--- src/hdl/giq_pkg.sv ---
package giq_pkg;

	// Fixed field widths
	localparam int HANDLE_W  = 16;
	localparam int LEN_W     = 3;
	localparam int PAYLOAD_W = 40;
	localparam int PAYLOAD_BYTES = PAYLOAD_W / 8;
	localparam int KIND_W    = 3;
	localparam int LEVEL_W   = 3;
	localparam int FLAGS_W   = 2;
	localparam int COUNT_W   = 4;
	localparam int CFG_IDX_W = 2;
	localparam int CFG_DATA_W = 16;

	// Event codes
	localparam logic [KIND_W-1:0] KIND_ENQUEUE    = 3'd0;
	localparam logic [KIND_W-1:0] KIND_CONFIRM    = 3'd1;
	localparam logic [KIND_W-1:0] KIND_TIMEOUT    = 3'd2;
	localparam logic [KIND_W-1:0] KIND_OPEN       = 3'd3;
	localparam logic [KIND_W-1:0] KIND_CLOSE      = 3'd4;
	localparam logic [KIND_W-1:0] KIND_SECURITY   = 3'd5;
	localparam logic [KIND_W-1:0] KIND_CLIENT_CFG = 3'd6;

	// Configuration register indexes
	localparam logic [CFG_IDX_W-1:0] CFG_TOUCH_HANDLE = 2'd0;
	localparam logic [CFG_IDX_W-1:0] CFG_PROX_HANDLE  = 2'd1;
	localparam logic [CFG_IDX_W-1:0] CFG_MIN_LENGTH   = 2'd2;

	// Register reset values
	localparam logic [HANDLE_W-1:0] TOUCH_HANDLE_RST = 16'd1;
	localparam logic [HANDLE_W-1:0] PROX_HANDLE_RST  = 16'd2;
	localparam logic [LEN_W-1:0]    MIN_LENGTH_RST   = 3'd1;

	// Security level above this marks the link bonded
	localparam logic [LEVEL_W-1:0] BOND_LEVEL_MIN = 3'd1;
	// Client config bit that enables indications
	localparam int FLAG_INDICATE = 1;

	typedef struct packed {
		logic [KIND_W-1:0]    kind;
		logic [HANDLE_W-1:0]  char_handle;
		logic [LEN_W-1:0]     payload_length;
		logic [PAYLOAD_W-1:0] payload;
		logic [LEVEL_W-1:0]   security_level;
		logic [FLAGS_W-1:0]   config_flags;
	} item_t;

	typedef struct packed {
		logic                 sent;
		logic [HANDLE_W-1:0]  sent_handle;
		logic [LEN_W-1:0]     sent_length;
		logic [PAYLOAD_W-1:0] sent_payload;
		logic                 write_rejected;
		logic                 entry_dropped;
		logic [COUNT_W-1:0]   queue_count;
		logic                 in_flight;
	} result_t;

	typedef struct packed {
		logic [HANDLE_W-1:0]  handle;
		logic [LEN_W-1:0]     length;
		logic [PAYLOAD_W-1:0] payload;
	} entry_t;

	localparam int ENTRY_W = $bits(entry_t);

	typedef enum logic [2:0] {
		ST_IDLE,
		ST_EXEC,
		ST_FLUSH,
		ST_READ,
		ST_RESULT
	} state_t;

	// Controller to datapath
	typedef struct packed {
		logic take_item;
		logic exec;
		logic clear_ptrs;
		logic read_head;
		logic pop;
		logic load_out;
	} cmd_t;

	// Datapath to controller
	typedef struct packed {
		logic flush_kind;
		logic link_up;
		logic can_pop;
	} status_t;

endpackage

--- src/hdl/gated_indication_queue.sv ---
// Channel   Direction  Handshake                    Word
// item      in         item_valid / item_ready      item   (item_t)
// result    out        result_valid / result_ready  result (result_t)
// cfg       in         cfg_valid / cfg_ready        cfg_index, cfg_data
//
// An item holds the block from accept through the load of its result. It steps
// through accept, execute and load when it does not flush; a flush adds the flush
// step, which clears or finds nothing to pop, or pops the head through the
// registered RAM read step before the load. A stalled result holds the load step,
// and with it the next item. Reset (arst_n low) empties the queue and clears all link
// flags; the RAM holds no valid bits, since only written slots are ever read.
module gated_indication_queue
	import giq_pkg::*;
#(
	parameter int QUEUE_SLOTS = 16,
	parameter int MAX_LEN     = 5
) (
	input  logic                  clk,
	input  logic                  arst_n,
	input  logic                  item_valid,
	output logic                  item_ready,
	input  item_t                 item,
	output logic                  result_valid,
	input  logic                  result_ready,
	output result_t               result,
	input  logic                  cfg_valid,
	output logic                  cfg_ready,
	input  logic [CFG_IDX_W-1:0]  cfg_index,
	input  logic [CFG_DATA_W-1:0] cfg_data
);

	cmd_t    cmd;
	status_t status;

	// Registers must be written only while the block is idle; the block does not enforce this, so take every word.
	assign cfg_ready = 1'b1;

	// Sequence each item: accept, apply the event, flush for an enqueue or confirm, load the result.
	giq_ctrl u_ctrl (
		.clk          (clk),
		.arst_n       (arst_n),
		.item_valid   (item_valid),
		.item_ready   (item_ready),
		.result_valid (result_valid),
		.result_ready (result_ready),
		.status       (status),
		.cmd          (cmd)
	);

	// Hold the queue RAM, pointers, link flags, registers and result word.
	giq_dp #(
		.QUEUE_SLOTS (QUEUE_SLOTS),
		.MAX_LEN     (MAX_LEN)
	) u_dp (
		.clk       (clk),
		.arst_n    (arst_n),
		.item      (item),
		.cfg_write (cfg_valid && cfg_ready),
		.cfg_index (cfg_index),
		.cfg_data  (cfg_data),
		.cmd       (cmd),
		.status    (status),
		.result    (result)
	);

endmodule

--- src/hdl/giq_ram.sv ---
module giq_ram #(
	parameter int WIDTH = 8,
	parameter int DEPTH = 16
) (
	input  logic                     clk,
	input  logic                     we,
	input  logic [$clog2(DEPTH)-1:0] waddr,
	input  logic [WIDTH-1:0]         wdata,
	input  logic                     re,
	input  logic [$clog2(DEPTH)-1:0] raddr,
	output logic [WIDTH-1:0]         rdata
);

	logic [WIDTH-1:0] mem_q [DEPTH];

	always_ff @(posedge clk) begin
		if (we) begin
			mem_q[waddr] <= wdata;
		end
		if (re) begin
			rdata <= mem_q[raddr];
		end
	end

endmodule

--- src/hdl/giq_ctrl.sv ---
module giq_ctrl
	import giq_pkg::*;
(
	input  logic    clk,
	input  logic    arst_n,
	input  logic    item_valid,
	output logic    item_ready,
	output logic    result_valid,
	input  logic    result_ready,
	input  status_t status,
	output cmd_t    cmd
);

	state_t state_q, state_d;
	logic   out_valid_q;

	always_ff @(posedge clk or negedge arst_n) begin
		if (!arst_n) begin
			state_q     <= ST_IDLE;
			out_valid_q <= 1'b0;
		end else begin
			state_q <= state_d;
			if (cmd.load_out) begin
				out_valid_q <= 1'b1;
			end else if (result_ready) begin
				out_valid_q <= 1'b0;
			end
		end
	end

	always_comb begin
		state_d    = state_q;
		cmd        = '0;
		item_ready = 1'b0;
		unique case (state_q)
			ST_IDLE: begin
				item_ready = 1'b1;
				if (item_valid) begin
					cmd.take_item = 1'b1;
					state_d       = ST_EXEC;
				end
			end
			ST_EXEC: begin
				cmd.exec = 1'b1;
				state_d  = status.flush_kind ? ST_FLUSH : ST_RESULT;
			end
			ST_FLUSH: begin
				if (!status.link_up) begin
					cmd.clear_ptrs = 1'b1;
					state_d        = ST_RESULT;
				end else if (status.can_pop) begin
					cmd.read_head = 1'b1;
					state_d       = ST_READ;
				end else begin
					state_d = ST_RESULT;
				end
			end
			ST_READ: begin
				cmd.pop = 1'b1;
				state_d = ST_RESULT;
			end
			ST_RESULT: begin
				if (!out_valid_q || result_ready) begin
					cmd.load_out = 1'b1;
					state_d      = ST_IDLE;
				end
			end
			default: begin
				state_d = ST_IDLE;
			end
		endcase
	end

	assign result_valid = out_valid_q;

endmodule

--- src/hdl/giq_dp.sv ---
module giq_dp
	import giq_pkg::*;
#(
	parameter int QUEUE_SLOTS = 16,
	parameter int MAX_LEN     = 5
) (
	input  logic                  clk,
	input  logic                  arst_n,
	input  item_t                 item,
	input  logic                  cfg_write,
	input  logic [CFG_IDX_W-1:0]  cfg_index,
	input  logic [CFG_DATA_W-1:0] cfg_data,
	input  cmd_t                  cmd,
	output status_t               status,
	output result_t               result
);

	localparam int PW = $clog2(QUEUE_SLOTS);
	localparam int CW = $clog2(QUEUE_SLOTS + 1);
	localparam logic [PW-1:0] LAST_SLOT = PW'(QUEUE_SLOTS - 1);
	localparam logic [LEN_W:0] MAX_LEN_X = (LEN_W + 1)'(MAX_LEN);

	item_t                 item_q;
	logic [PW-1:0]         wp_q, rp_q, wp_next, rp_next;
	logic                  link_up_q, bonded_q, await_q, touch_en_q, prox_en_q;
	logic [HANDLE_W-1:0]   touch_handle_q, prox_handle_q;
	logic [LEN_W-1:0]      min_len_q;
	logic                  res_sent_q, res_rej_q, res_drop_q;
	logic [HANDLE_W-1:0]   res_handle_q;
	logic [LEN_W-1:0]      res_len_q;
	logic [PAYLOAD_W-1:0]  res_payload_q;
	result_t               result_q;

	logic                  enq_reject, ram_we, head_ok;
	logic [PAYLOAD_W-1:0]  masked_payload;
	entry_t                wr_entry, head;
	logic [ENTRY_W-1:0]    rd_bits;
	logic [CW-1:0]         held;

	assign wp_next = (wp_q == LAST_SLOT) ? '0 : wp_q + 1'b1;
	assign rp_next = (rp_q == LAST_SLOT) ? '0 : rp_q + 1'b1;

	assign held = (wp_q >= rp_q) ? CW'(wp_q) - CW'(rp_q)
	                             : CW'(wp_q) + CW'(QUEUE_SLOTS) - CW'(rp_q);

	assign enq_reject = ({1'b0, item_q.payload_length} > MAX_LEN_X)
	                 || (item_q.payload_length < min_len_q)
	                 || (wp_next == rp_q);

	// Keep only the bytes below the length
	always_comb begin
		for (int b = 0; b < PAYLOAD_BYTES; b++) begin
			masked_payload[b*8 +: 8] = (LEN_W'(b) < item_q.payload_length)
			                         ? item_q.payload[b*8 +: 8] : 8'h00;
		end
	end

	assign wr_entry = '{handle: item_q.char_handle, length: item_q.payload_length,
	                    payload: masked_payload};
	assign ram_we   = cmd.exec && (item_q.kind == KIND_ENQUEUE) && !enq_reject;

	giq_ram #(
		.WIDTH (ENTRY_W),
		.DEPTH (QUEUE_SLOTS)
	) u_ram (
		.clk   (clk),
		.we    (ram_we),
		.waddr (wp_q),
		.wdata (wr_entry),
		.re    (cmd.read_head),
		.raddr (rp_q),
		.rdata (rd_bits)
	);

	assign head    = entry_t'(rd_bits);
	assign head_ok = bonded_q && (((head.handle == touch_handle_q) && touch_en_q)
	                           || ((head.handle == prox_handle_q) && prox_en_q));

	assign status.flush_kind = (item_q.kind == KIND_ENQUEUE) || (item_q.kind == KIND_CONFIRM);
	assign status.link_up    = link_up_q;
	assign status.can_pop    = !await_q && (wp_q != rp_q);

	always_ff @(posedge clk) begin
		if (cmd.take_item) begin
			item_q <= item;
		end
		if (cmd.exec) begin
			res_sent_q    <= 1'b0;
			res_handle_q  <= '0;
			res_len_q     <= '0;
			res_payload_q <= '0;
			res_drop_q    <= 1'b0;
			res_rej_q     <= (item_q.kind == KIND_ENQUEUE) && enq_reject;
		end
		if (cmd.pop) begin
			if (head_ok) begin
				res_sent_q    <= 1'b1;
				res_handle_q  <= head.handle;
				res_len_q     <= head.length;
				res_payload_q <= head.payload;
			end else begin
				res_drop_q <= 1'b1;
			end
		end
		if (cmd.load_out) begin
			result_q <= '{sent: res_sent_q, sent_handle: res_handle_q,
			              sent_length: res_len_q, sent_payload: res_payload_q,
			              write_rejected: res_rej_q, entry_dropped: res_drop_q,
			              queue_count: COUNT_W'(held), in_flight: await_q};
		end
	end

	always_ff @(posedge clk or negedge arst_n) begin
		if (!arst_n) begin
			wp_q           <= '0;
			rp_q           <= '0;
			link_up_q      <= 1'b0;
			bonded_q       <= 1'b0;
			await_q        <= 1'b0;
			touch_en_q     <= 1'b0;
			prox_en_q      <= 1'b0;
			touch_handle_q <= TOUCH_HANDLE_RST;
			prox_handle_q  <= PROX_HANDLE_RST;
			min_len_q      <= MIN_LENGTH_RST;
		end else begin
			if (cfg_write) begin
				unique case (cfg_index)
					CFG_TOUCH_HANDLE: touch_handle_q <= cfg_data;
					CFG_PROX_HANDLE:  prox_handle_q  <= cfg_data;
					CFG_MIN_LENGTH:   min_len_q      <= cfg_data[LEN_W-1:0];
					default: ;
				endcase
			end
			if (cmd.exec) begin
				case (item_q.kind) inside
					KIND_ENQUEUE: begin
						if (!enq_reject) begin
							wp_q <= wp_next;
						end
					end
					KIND_CONFIRM, KIND_TIMEOUT: begin
						await_q <= 1'b0;
					end
					KIND_OPEN: begin
						link_up_q <= 1'b1;
					end
					KIND_CLOSE: begin
						link_up_q  <= 1'b0;
						touch_en_q <= 1'b0;
						prox_en_q  <= 1'b0;
					end
					KIND_SECURITY: begin
						if (item_q.security_level > BOND_LEVEL_MIN) begin
							bonded_q <= 1'b1;
						end
					end
					KIND_CLIENT_CFG: begin
						if (item_q.char_handle == touch_handle_q) begin
							touch_en_q <= item_q.config_flags[FLAG_INDICATE];
						end else if (item_q.char_handle == prox_handle_q) begin
							prox_en_q <= item_q.config_flags[FLAG_INDICATE];
						end
					end
					default: ;
				endcase
			end
			if (cmd.clear_ptrs) begin
				wp_q <= '0;
				rp_q <= '0;
			end
			if (cmd.pop) begin
				rp_q <= rp_next;
				if (head_ok) begin
					await_q <= 1'b1;
				end
			end
		end
	end

	assign result = result_q;

endmodule

--- config.mk ---
export PLATFORM = sky130hd
export DESIGN_NAME = gated_indication_queue
export DESIGN_NICKNAME = d
export VERILOG_FILES = /design/src/hdl/giq_pkg.sv /design/src/hdl/gated_indication_queue.sv /design/src/hdl/giq_ram.sv /design/src/hdl/giq_ctrl.sv /design/src/hdl/giq_dp.sv
export SDC_FILE = /design/constraint.sdc
export NUM_CORES = 1
export LEC_CHECK = 0
export ABC_AREA = 1
export BUFFER_PORTS_ARGS = -buffer_cell sky130_fd_sc_hd__buf_2
export CORE_UTILIZATION = 50
export DETAILED_ROUTE_END_ITERATION = 6
export PLACE_DENSITY = 0.69
export REMOVE_ABC_BUFFERS = 1
export SLEW_MARGIN = 20
export SYNTH_ARGS = -nofsm -noshare
export SYNTH_HDL_FRONTEND = slang
export SYNTH_SLANG_ARGS = --single-unit
--- constraint.sdc ---
create_clock -name clk -period 5.8 [get_ports clk]
set_input_delay 0.29 -clock clk [delete_from_list [all_inputs] [get_ports clk]]
set_output_delay 0.29 -clock clk [all_outputs]
set_load 0.005 [all_outputs]
* Yosys cells after proc, flatten, opt, wreduce, memory -nomap -nowiden
Memories as Yosys holds them, arrays and structs flattened. A register that Yosys moved wholly into a read port is not among the register bits.
Index checks and enable logic that the tools add are counted.
** Storage, ports and cells
- Register bits :: 248
- Bits in writable memories :: 944
- Word-level logic and storage cells :: 178
- ROM bits :: 0
- Bits in latches :: 0
- Memories kept :: 1
- Output and inout bits :: 70
** Memory list
- u_dp.u_ram.mem_q :: words 16, width 59, read ports 1, clocked after Yosys merged registers in 1, write ports 1, line giq_ram.sv:14 : logic [WIDTH-1:0] mem_q [DEPTH];
** Cells by class
- Equality and inequality tests :: 25
- Magnitude comparators :: 9
- Reduce and logical (&&, ||, !) cells :: 36
- Add/subtract/negate cells :: 5
- Shift-type cells :: 0
- Multipliers :: 0
- Divide/modulo/power cells :: 0
- Muxes and demuxes :: 66
- Bitwise operators :: 4
** Operators by type and width (number)
- $mux 40 :: 3
- $eq 16x16->1 :: 4
- $mux 16 :: 3
- $mux 8 :: 5
- $mux 1 :: 36
- $mux 4 :: 9
- $mux 3 :: 8
- $reduce_bool 2->1 :: 8
- $pmux 3 s5 :: 1
- $reduce_and 7->1 :: 2
- $add 4x1->4 const B :: 3
- $eq 3x2->1 const B :: 4
- $eq 3x3->1 const B :: 4
- $eq 4x4->1 const B :: 2
- $reduce_and 2->1 :: 4
- $reduce_and 8->1 :: 1
- $sub 4x4->4 :: 2
- $logic_and 1x1->1 :: 7
- $eq 3x1->1 const B :: 2
- $logic_not 3->1 :: 2
- $lt 1x3->1 const A :: 2
- $lt 2x3->1 const A :: 2
- $ne 2x1->1 const B :: 3
- $logic_or 1x1->1 :: 5
- 17 further kinds :: 23

* Depth between registers and ports, before layout
- Depth after elaboration :: 8
- Mapped depth :: 14

* By module
Synthesis repeated with hierarchy kept, for this count alone.
** Unflattened totals
- Cells, all modules :: 5015
- Area, all modules :: 52592.9 um2
** Modules (own cells, without submodules)
- giq_ram :: area an instance 42095.4 um2, instances 1, cells an instance 3884, sequential area each 30118.9 um2
- giq_dp :: area an instance 10249.8 um2, instances 1, cells an instance 1095, sequential area each 6419.9 um2
- giq_ctrl :: area an instance 236.5 um2, instances 1, cells an instance 34, sequential area each 100.1 um2
- gated_indication_queue :: area an instance 11.3 um2, instances 1, cells an instance 2, sequential area each 0.0 um2

* Worst setup path before layout
No wires, ideal clock.
- Path type :: register to register
- From :: register u_dp.item_q[47] (netlist bit)
- To :: memory u_dp.u_ram.mem_q[12][0] (netlist bit) (enable)
- Slack :: -0.447 ns
- Required time :: 5.251 ns
- Clock period less this slack :: 6.247 ns
- Arrival :: 5.698 ns
- Cell stages (with the launch flop) :: 7
- Path through :: edfxtp_1 -> ha_1 -> o211ai_1 -> a21boi_0 -> nand3_4 -> buf_6 -> nor3_1
** Between the ends
- Word-level cells in the longest chain between the ends :: 7
- Elaborated cells on any way between the ends :: 8
- Those cells by class :: 2 x order compare; 2 x mux; 4 x reduce/logical
** RTL lines
- start: declaration :: line giq_dp.sv:23 : item_t item_q;
- start signal: assignment :: line giq_dp.sv:85 : item_q <= item;
- $gt 3x3->1 or $lt 3x3->1 (tied branches) :: line giq_dp.sv:46, giq_dp.sv:47
- $logic_or 1x1->1 (*) :: line giq_dp.sv:47 : || (item_q.payload_length < min_len_q)
- $logic_or 1x1->1 (*) :: line giq_dp.sv:48 : || (wp_next == rp_q);
- $logic_not 1->1 (*) :: line giq_dp.sv:60 : assign ram_we = cmd.exec && (item_q.kind == KIND_ENQUEUE) && !enq_reject;
- $logic_and 1x1->1 (*) :: line giq_dp.sv:60
- $mux 1 (*) :: line giq_ram.sv:17 : if (we) begin
- $mux 1 (implied by the code) (*) :: line giq_ram.sv:18 : mem_q[waddr] <= wdata;
- end: declaration :: line giq_ram.sv:14
Every way passes the cells marked *; elsewhere a longest branch is shown, timed or not.

* Worst setup path after layout
- From :: register u_dp.item_q[45] (netlist bit)
- To :: memory u_dp.u_ram.mem_q[1][37] (netlist bit) (enable)
Same word-level chain as after synthesis.

==> flow_summary.toml <==
[synthesis]
synth-edff-count = 1136
ys_seq_area_share_pct = 75.18
yosys_warnings = 0
syn_area_per_cell_sq_um = 13.15
ys_types = 38
ys_seq_elements = 1249
syn_inst = 3705
yosys.area.top_type_share_pct = 70.00
yosys.area.top_type = "edfxtp_1"
async_flop_share_pct = 4.163
synth_area_sq_um = 48730
yosys-top-cells-area = "edfxtp_1 (70%), o21ai_0 (5.3%), nor2_1 (4.7%), o221ai_1 (3.3%), nand2_1 (2.7%)"
synth-main-ff-cell = "edfxtp_1"

[timing]
finalSetupTns_ps = 0
clock_skew_ps = 27.72
rsz0062_at_grt = "no"
fmax_ghz = 0.2652
setup_viol = 0
relSlewSlack_pct = 19.67
period_minus_slack_ps = 3771
hold_viol = 0
worst_slew_pin_slew_ps = 1205
slew_viol_final = 0
setup_slack_ps = 2029
hold-worst-slack_ps = 48.60
fin_crit_sh_pct = 65.02

[grt]
overflow = 0
antenna_found_initial = 3
grt_max_degree = 229
first_global_vias = 29330
grt_pass1_wl_um = 177800
globalRouteTotalUtil_pct = 24.16

[clock_tree]
cts_num_sinks = 1249
cts_buffers = 130
cts_tree = "done"
cts_root_buf = "clkbuf_16"
cts_setup_buffers = 0
htreeDepth = 4
clockBufferDepth = 3
clk_latency_ps = 740
path_clk_slew_ps = 60

[detailed_routing]
num_vias = 30590
routed_wl_um = 120100
drcViolationCount = 0
wl_per_cell_um = 22.78
antenna_left = 0
vias_per_cell = 5.803
drt_iter0_drc = 3851
first_pass_iters = 5

[setup_path]
end_kind = "register"
startpoint_type = "register"
r2r_cells = 5
crit_type = "register to register"
worstPathMaxFanout = 37
cp.required_ps = 6150
critical_path_arrival_ps = 4120
ff2ff_setup_slack_ps = 2030

[power_and_ir_drop]
p_leak_nw = 19.21
p_total_mw = 23.73
power_density_nw_per_um2 = 425.9
peakVddDrop_v = 0.0005557

[floorplanning]
die_y_um = 314.2
die_area_sq_um = 98720
coreArea_sq_um = 96570
initial_utilization_pct = 50.47
dieWidth_um = 314.2
io_pins = 160
rows = 114

[place]
dp.cells = 4952
dp.final_hpwl_um = 57080
place_area_sq_um = 50700
place_congestion = 0.8191
post-place-ws_ps = 2043
portBuffers = 156

[finish]
num_antenna_cells = 0
final_area_sq_um = 55710
area.growth.synth_to_final_pct = 14.32
drive_gt1_share_pct = 11.21
layoutNonFillerInstCount = 5271
post-route-util_pct = 57.69
mostFrequentLayoutCell = "edfxtp_1"
final_cell_mix = "edfxtp_1 (1136), nor2_1 (602), o21ai_0 (515)"
nets = 3994
num-fill-cells = 7447

[run]
maxCapViolations = 0

[outcome]
run_status = "complete, no violations"

[hold_path]
hold_depth = 3
hp-class = "primary input to register"
## cell type report
| class | instances | area [sq um] | share of cell area (%) |
|---|---|---|---|
| inverter | 195 | 749.5 | 1.345 |
| sequential | 1249 | 36660 | 65.80 |
| multi-input combinational | 2023 | 10310 | 18.50 |
| tap | 1276 | 1597 | 2.866 |
| clock buffer | 170 | 3591 | 6.446 |
| clock inverter | 64 | 554.3 | 0.9950 |
| timing repair buffer | 294 | 2256 | 4.049 |
## cell usage after synthesis (18+ instances only)
cell type / number
dfrtp_1: 49
o221ai_1: 186
o21ai_0: 515
clkbuf_1: 153
o211ai_1: 48
buf_4: 21
nand2_1: 352
buf_6: 18
inv_1: 186
buf_2: 36
o22ai_1: 52
nand3_1: 90
nand4_1: 68
nor2_1: 605
nor3_1: 23
edfxtp_1: 1136
xnor2_1: 33
dfxtp_1: 61
## path summary, 6_finish.rpt
path / startpoint / endpoint
worst max-delay path: u_dp.item_q[45]$_DFFE_PP_ / u_dp.u_ram.mem_q[1][37]$_DFFE_PP_
worst max register to register: u_dp.item_q[45]$_DFFE_PP_ / u_dp.u_ram.mem_q[1][37]$_DFFE_PP_
worst min register to register: u_dp.res_rej_q$_DFFE_PP_ / u_dp.result[6]$_DFFE_PP_
max in group asynchronous: arst_n / u_dp.rp_q[1]$_DFFE_PN0P_
worst min-delay path: cfg_valid / u_dp.min_len_q[0]$_DFFE_PN1P_
min in group asynchronous: arst_n / u_dp.prox_handle_q[9]$_DFFE_PN0P_
## power by group
group	total [mW]	internal [mW]	switching [mW]
Clock	8.04	4.65	3.39
Combinational	4.60	1.31	3.29
Sequential	11.1	10.7	0.419
## repair_timing
action	in CTS	in global routing
hold endpoints to repair	152	0
gates resized for setup	0	0
hold buffers	84	0
setup endpoints to repair	0	0
## critical path: stages, from the launching register on
cell and delay, ps:
edfxtp_1 870, o211ai_1 180, a21boi_0 760, nand3_4 500, nor3_2 330, buf_4 680
## sequential cells by signal (all words and copies together), names as in the netlist, 3 cells and up
name / flops
u_dp.u_ram.rdata: 59
u_dp.res_payload_q: 40
u_dp.res_handle_q: 16
u_ctrl.state_q: 3
u_dp.min_len_q: 3
u_dp.rp_q: 4
u_dp.wp_q: 4
u_dp.touch_handle_q: 16
u_dp.u_ram.mem_q: 944
u_dp.prox_handle_q: 16
u_dp.item_q: 65
u_dp.result: 67
u_dp.res_len_q: 3
## logic make-up after synthesis
| kind of cell | after synthesis | share of synthesized area [%] |
|---|---|---|
| AOI/OAI and AO/OA | 820 | 10.27 |
| xor gates and xnor gates | 41 | 0.7369 |
| adders and majority gates | 11 | 0.2978 |
| buffers and inverters | 433 | 3.867 |
| DFF | 1249 | 75.18 |
| other | 1 | 0.007695 |
| and+or+nand+nor | 1150 | 9.633 |
## layer usage
layer  global-route usage (%)  routed length [um]
met5                        0                  13
met2                    38.45               56050
met1                    34.22               50640
met4                    8.160                3310
met3                    3.610               10070
Note: power is estimated with default switching activity, not from simulation.
